===== config.mk =====
export PLATFORM = sky130hd
export DESIGN_NAME = mbs_ctrl
export DESIGN_NICKNAME = d
export VERILOG_FILES = /design/src/rtl/mbs_pkg.sv /design/src/rtl/mbs_ctrl.sv
export SDC_FILE = /design/constraint.sdc
export NUM_CORES = 1
export LEC_CHECK = 0
export BUFFER_PORTS_ARGS = -buffer_cell sky130_fd_sc_hd__buf_4
export CAP_MARGIN = 40
export CORE_AREA = 4 4 41 43
export DETAILED_ROUTE_END_ITERATION = 16
export DIE_AREA = 0 0 45 47
export PLACE_DENSITY_LB_ADDON = 0.08
export SLEW_MARGIN = 30
export SYNTH_ARGS = -nofsm -noshare
export SYNTH_HDL_FRONTEND = slang
export SYNTH_SLANG_ARGS = --single-unit

===== constraint.sdc =====
create_clock -name clock -period 3.02 [get_ports clock]
set_input_delay 0.453 -clock clock [delete_from_list [all_inputs] [get_ports clock]]
set_output_delay 0.453 -clock clock [all_outputs]
set_load 0.01 [all_outputs]

===== src/rtl/mbs_pkg.sv =====
// ----------------------------------------------------------------------------
// mbs_pkg
// Shared sizes, codes and controller/datapath link types for the mean
// background subtraction core.
// ----------------------------------------------------------------------------
`default_nettype none

package mbs_pkg;

   localparam int MAX_PIXELS = 65536;
   localparam int MAX_FRAMES = 4096;

   localparam int INDEX_W = 16;
   localparam int COLOUR_W = 8;
   localparam int GRAY_W = 8;
   localparam int THRESH_W = 8;
   localparam int OP_W = 2;

   localparam int ADDR_W = $clog2(MAX_PIXELS);
   localparam int CNT_W = $clog2(MAX_FRAMES + 1);
   localparam int SUM_W = $clog2(MAX_FRAMES * 255 + 1);
   localparam int WIDE_W = SUM_W + CNT_W;
   localparam int QUOT_W = 8;
   localparam int STEP_W = $clog2(QUOT_W);
   localparam int GRAY_ACC_W = 16;

   localparam int GRAY_B_WT = 29;
   localparam int GRAY_G_WT = 150;
   localparam int GRAY_R_WT = 77;
   localparam int GRAY_ROUND = 128;

   localparam logic [THRESH_W-1:0] THRESH_RESET = THRESH_W'(30);
   localparam logic [GRAY_W-1:0] BG_MAX = GRAY_W'(255);

   typedef enum logic [OP_W-1:0] {
      OP_ACCUMULATE = 2'd0,
      OP_SUBTRACT   = 2'd1,
      OP_CLEAR      = 2'd2,
      OP_NONE       = 2'd3
   } op_type;

   typedef struct packed {
      logic accept;
      logic clr_begin;
      logic clr_step;
      logic acc_write;
      logic div_load;
      logic div_step;
      logic fin;
      logic out_load;
   } mbs_cmd_type;

   typedef struct packed {
      logic clr_last;
      logic div_last;
      logic out_free;
   } mbs_sts_type;

endpackage

`default_nettype wire


===== src/rtl/mbs_ctrl.sv =====
// ----------------------------------------------------------------------------
// mbs_ctrl
// Sequencer: clearing pass, request intake, accumulate write-back, divider
// steps and response hand-off.
// ----------------------------------------------------------------------------
`default_nettype none

module mbs_ctrl
   import mbs_pkg::*;
(
   input  wire logic              clock,
   input  wire logic              reset,
   input  wire logic              req_valid,
   input  wire logic [OP_W-1:0]   req_operation,
   output      logic              req_ready,
   input  wire mbs_sts_type       sts,
   output      mbs_cmd_type       cmd
);

   typedef enum logic [6:0] {
      S_CLEAR = 7'b0000001,
      S_IDLE  = 7'b0000010,
      S_ACC   = 7'b0000100,
      S_LOAD  = 7'b0001000,
      S_DIV   = 7'b0010000,
      S_FIN   = 7'b0100000,
      S_OUT   = 7'b1000000
   } state_type;

   state_type state_ff;
   state_type state_in;

   always_ff @(posedge clock) begin
      if (reset) begin
         state_ff <= S_CLEAR;
      end else begin
         state_ff <= state_in;
      end
   end

   always_comb begin
      state_in = state_ff;
      cmd = '0;
      req_ready = 1'b0;
      case (state_ff)
         S_CLEAR: begin
            cmd.clr_step = 1'b1;
            if (sts.clr_last) begin
               state_in = S_IDLE;
            end
         end
         S_IDLE: begin
            req_ready = 1'b1;
            if (req_valid) begin
               cmd.accept = 1'b1;
               case (op_type'(req_operation))
                  OP_ACCUMULATE: state_in = S_ACC;
                  OP_SUBTRACT:   state_in = S_LOAD;
                  OP_CLEAR: begin
                     cmd.clr_begin = 1'b1;
                     state_in = S_CLEAR;
                  end
                  default:       state_in = S_IDLE;
               endcase
            end
         end
         S_ACC: begin
            cmd.acc_write = 1'b1;
            state_in = S_IDLE;
         end
         S_LOAD: begin
            cmd.div_load = 1'b1;
            state_in = S_DIV;
         end
         S_DIV: begin
            cmd.div_step = 1'b1;
            if (sts.div_last) begin
               state_in = S_FIN;
            end
         end
         S_FIN: begin
            cmd.fin = 1'b1;
            state_in = S_OUT;
         end
         S_OUT: begin
            // hold until the output register can take the beat
            if (sts.out_free) begin
               cmd.out_load = 1'b1;
               state_in = S_IDLE;
            end
         end
         default: begin
            state_in = S_IDLE;
         end
      endcase
   end

endmodule

`default_nettype wire


* Yosys cells after proc, flatten, opt, wreduce, memory -nomap -nowiden
Cells that the tools add are included.
Word-level totals: register bits 7, input bits 8, output and inout port bits 9, word-level logic and storage cells 33
Operators by class: equal/unequal tests 13, muxes and demuxes 17, reduce and logical (&&, ||, !) cells 2
Operators by type and width (number):
- case mux 7 bit (6 select lines) | 1
- 2-to-1 mux 7 bit | 4
- case mux 4 bit (3 select lines) | 1
- 2-to-1 mux 1 bit | 9
- != test 2 bit (second input constant) | 4
- equality test 7 x 1 -> 1 bit (second input constant) | 1
- equality test 7 x 2 -> 1 bit (second input constant) | 1
- equality test 7 x 3 -> 1 bit (second input constant) | 1
- equality test 7 x 4 -> 1 bit (second input constant) | 1
- equality test 7 x 5 -> 1 bit (second input constant) | 1
- equality test 7 x 6 -> 1 bit (second input constant) | 1
- equality test 7 bit (second input constant) | 1
- 2-to-1 mux 2 bit | 2
- AND reduction 4 bit | 1
- equality test 2 x 1 -> 1 bit (second input constant) | 1
- equality test 2 bit (second input constant) | 1
- zero test 2 bit | 1

* Depth between registers and ports, before layout
depth in word-level cells 4, depth in mapped cells 5, depth with buffers taken out 4

* Worst setup path before layout
OpenSTA, ideal clock, no wires.
path type reg-to-output, start point reg state_ff[4], end point out cmd[6] (netlist name), arrival 1450 ps, required time 2567 ps, path slack 1117 ps, stages on the path, launching flop included 5, buffers on the path 1, cell sequence dfxtp_1 buf_6 or3_4 nor4_2 and4b_1
RTL lines:
- start, declared | line mbs_ctrl.sv:30 | state_type state_ff;
- start signal, assigned | line mbs_ctrl.sv:37 | state_ff <= state_in;
- end, declared | line mbs_ctrl.sv:17 | output mbs_cmd_type cmd

==> results.cfg <==
[run_status]
status = finished, final reports clean

[pwr]
p_leak_nw = 0.263
combinationalPowerShare_pct = 20.6
switching_share_pct = 26.2
power.density_nw_per_um2 = 362
ir_worst_vdd_mv = 0.209
clkPwrFrac_pct = 35.2
pwr-share-seq_pct = 44.1
p_int_w = 0.000173
p_sw_w = 0.0000614

[grt]
antenna_found_initial = 0
grt_pass1_vias = 432
grt_max_degree = 12
grt_pass1_wl_mm = 1.84
overflow = 0
grt_usage_pct = 12.3

[detailed_routing]
vias_per_cell = 5.33
drt-pass1-iter-count = 2
drtIter0Drc = 3
vias = 469
routed_wirelength_mm = 1.10
post_drt_wl_per_cell_um = 12.5
ant_nets = 0
drc = 0

[cts]
clock_latency_ps = 250
numCtsBuffers = 3
path_clk_slew_ps = 50
postCtsSetupBuffers = 0
cts_tree = built
clockRootBuffer = clkbuf_4
cts_resized = 0
cts.path.max_buffers = 2
clock_sinks = 7
cts_hold_buf = 0
cts_max_level = 1

[layout]
area_delta_synth_final_pct = 26.0
largest_register_ffs = 7
drive_above_1_share_pct = 37.0
nNetsFinal = 82
diodes = 0
regMostFlops = state_ff
instances_no_fill = 88
fin_util_pct = 49.8
top_regs = state_ff x7

[setup_path]
cp-start-kind = flip-flop
path_max_fanout = 10
endpoint_kind = output pin
cp.required_ps = 2570
cp_data_arrival_time_ps = 1730
crit_type = reg2out

[floorplanning]
core_um2 = 1300
die_h_um = 47
ios = 17
rows = 13
initial_utilization_pct = 39.5
die_w_um = 45
dieArea_um2 = 2120

[synth]
yosys-top-cells-area = dfxtp_1 27%, or3b_1 8.5%, nor4b_2 5.8%, a211o_1 5.1%, nor4b_1 5.1%
synthArstFlopShare_pct = 0
synth-main-ff-cell = dfxtp_1
synth_common_cells = 7 x dfxtp_1, 5 x or3b_1
ys_ff_latch = 7
yosysWarnings = 0
synth_compound_area_share_pct = 13.6
yosysSeqAreaShare_pct = 27.3
synth_edf_count = 0
muxShareOfSynthArea_pct = 0
ys_types = 30
postSynthAreaPerCell_um2 = 9.02
synth_top_cell_by_area = dfxtp_1
synth.most_common_cell = dfxtp_1
synth-simple-area-share_pct = 49.1
syn_nets = 65
synth_xor_area_share_pct = 1.70
synth.cell_area_um2 = 514
synth_top_family_by_area = simple AND/OR/NAND/NOR gates
syn_inst = 57
synth_top_area_share_pct = 27.3
synthAdderAreaFrac_pct = 0

[sta]
period_share_pct = 72.2
rsz0062_at_grt = no
skew_ps = 0.388
slew_headroom_pct = 74.0
tns_ps = 0
max_freq_mhz = 458
tightestPinTransition_ps = 384
drv_slew = 0
setup-violations-final = 0
period_minus_slack_ps = 2180
hold_violations = 0

[place]
finalWeightedCongestion = 0.791
dp_hpwl_um = 890
io_buffer_count = 16
post-place-cells = 84

[run]
drv_cap = 0

[worst_hold_path]
hold_class = in2reg
-- cells by family after synthesis --
logic type	after synthesis
AND/OR/NAND/NOR	33
AO/OA/AOI/OAI	9
flip-flops	7
buffers and inverters	7
XOR/XNOR	1
-- metal layers --
| layer | track usage (%) | wire length [µm] | up-vias |
|---|---|---|---|
| met5 | 0 | 0 | - |
| met2 | 20.6 | 522 | 12 |
| met4 | 5.26 | 19 | 0 |
| met1 | 13.9 | 485 | 211 |
| li1 | - | - | 244 |
| met3 | 4.98 | 74 | 2 |
-- path summary, 6_finish.rpt --
check | to | cells after the start | slack [ps] | startpoint
worst min-delay path | state_ff[2]$_SDFFE_PP0P_ | 2 | 390 | req_operation[0]
worst max-delay path | cmd[6] | 4 | 840 | state_ff[4]$_SDFFE_PP0P_
worst min register to register | state_ff[6]$_SDFFE_PP0P_ | 1 | 650 | state_ff[4]$_SDFFE_PP0P_
worst max register to register | state_ff[1]$_SDFFE_PP0P_ | 4 | 1430 | state_ff[4]$_SDFFE_PP0P_
-- per-stage QoR --
step                      power [W]  cell area (µm²)  hold WS (ps)  setup WS (ps)
final                      0.000235              648           395            839
after global routing       0.000253              648           396            767
after CTS                  0.000239              648           388            834
after detailed placement   0.000155              622           640           1110
after global placement     0.000155              622           653           1120
after floorplan            0.000134              514           518           1120
-- worst max-delay path, stage by stage (launching register included) --
cell	delay, ps
dfxtp_1	380
or3_4	430
nor4_2	270
and4b_1	270
buf_4	130
-- power by group through the flow --
stage	sequential [W]	clock [W]	combinational (W)
floorplan	0.000100	0	0.0000342
global placement	0.000106	0	0.0000492
detailed placement	0.000105	0	0.0000491
CTS	0.000104	0.0000862	0.0000492
global route	0.000105	0.0000943	0.0000540
finish	0.000104	0.0000827	0.0000484
-- cell usage in the layout (no fill, tap or decap) --
| master | instances |
|---|---|
| a21oi_1 | 2 |
| nor3_1 | 2 |
| nor4b_1 | 3 |
| a211o_1 | 3 |
| nand3_1 | 1 |
| or2_2 | 1 |
| nand2b_1 | 2 |
| and2_4 | 1 |
| or2b_1 | 1 |
| o21ai_0 | 1 |
| dfxtp_1 | 7 |
| or4_4 | 1 |
| buf_4 | 16 |
| clkbuf_1 | 1 |
| inv_1 | 3 |
| and2_1 | 2 |
| nor2_1 | 3 |
| xor2_1 | 1 |
| nand2_1 | 2 |
| or3_4 | 1 |
| a2111oi_0 | 1 |
| a211oi_2 | 1 |
| nor4b_2 | 2 |
| a211oi_1 | 1 |
| nor4_2 | 1 |
| nor4_1 | 3 |
| clkbuf_4 | 3 |
| or3b_1 | 5 |
| nor3b_1 | 1 |
| and4b_1 | 1 |
-- final cells by class --
| class | count | area (µm²) |
|---|---|---|
| Sequential cell | 7 | 140 |
| Timing Repair Buffer | 16 | 120 |
| Clock buffer | 4 | 26.3 |
| Inverter | 3 | 11.3 |
| Multi-Input combinational cell | 43 | 332 |
| Fill cell | 128 | 653 |
| Tap cell | 15 | 18.8 |
(Power assumes the default switching activity.)
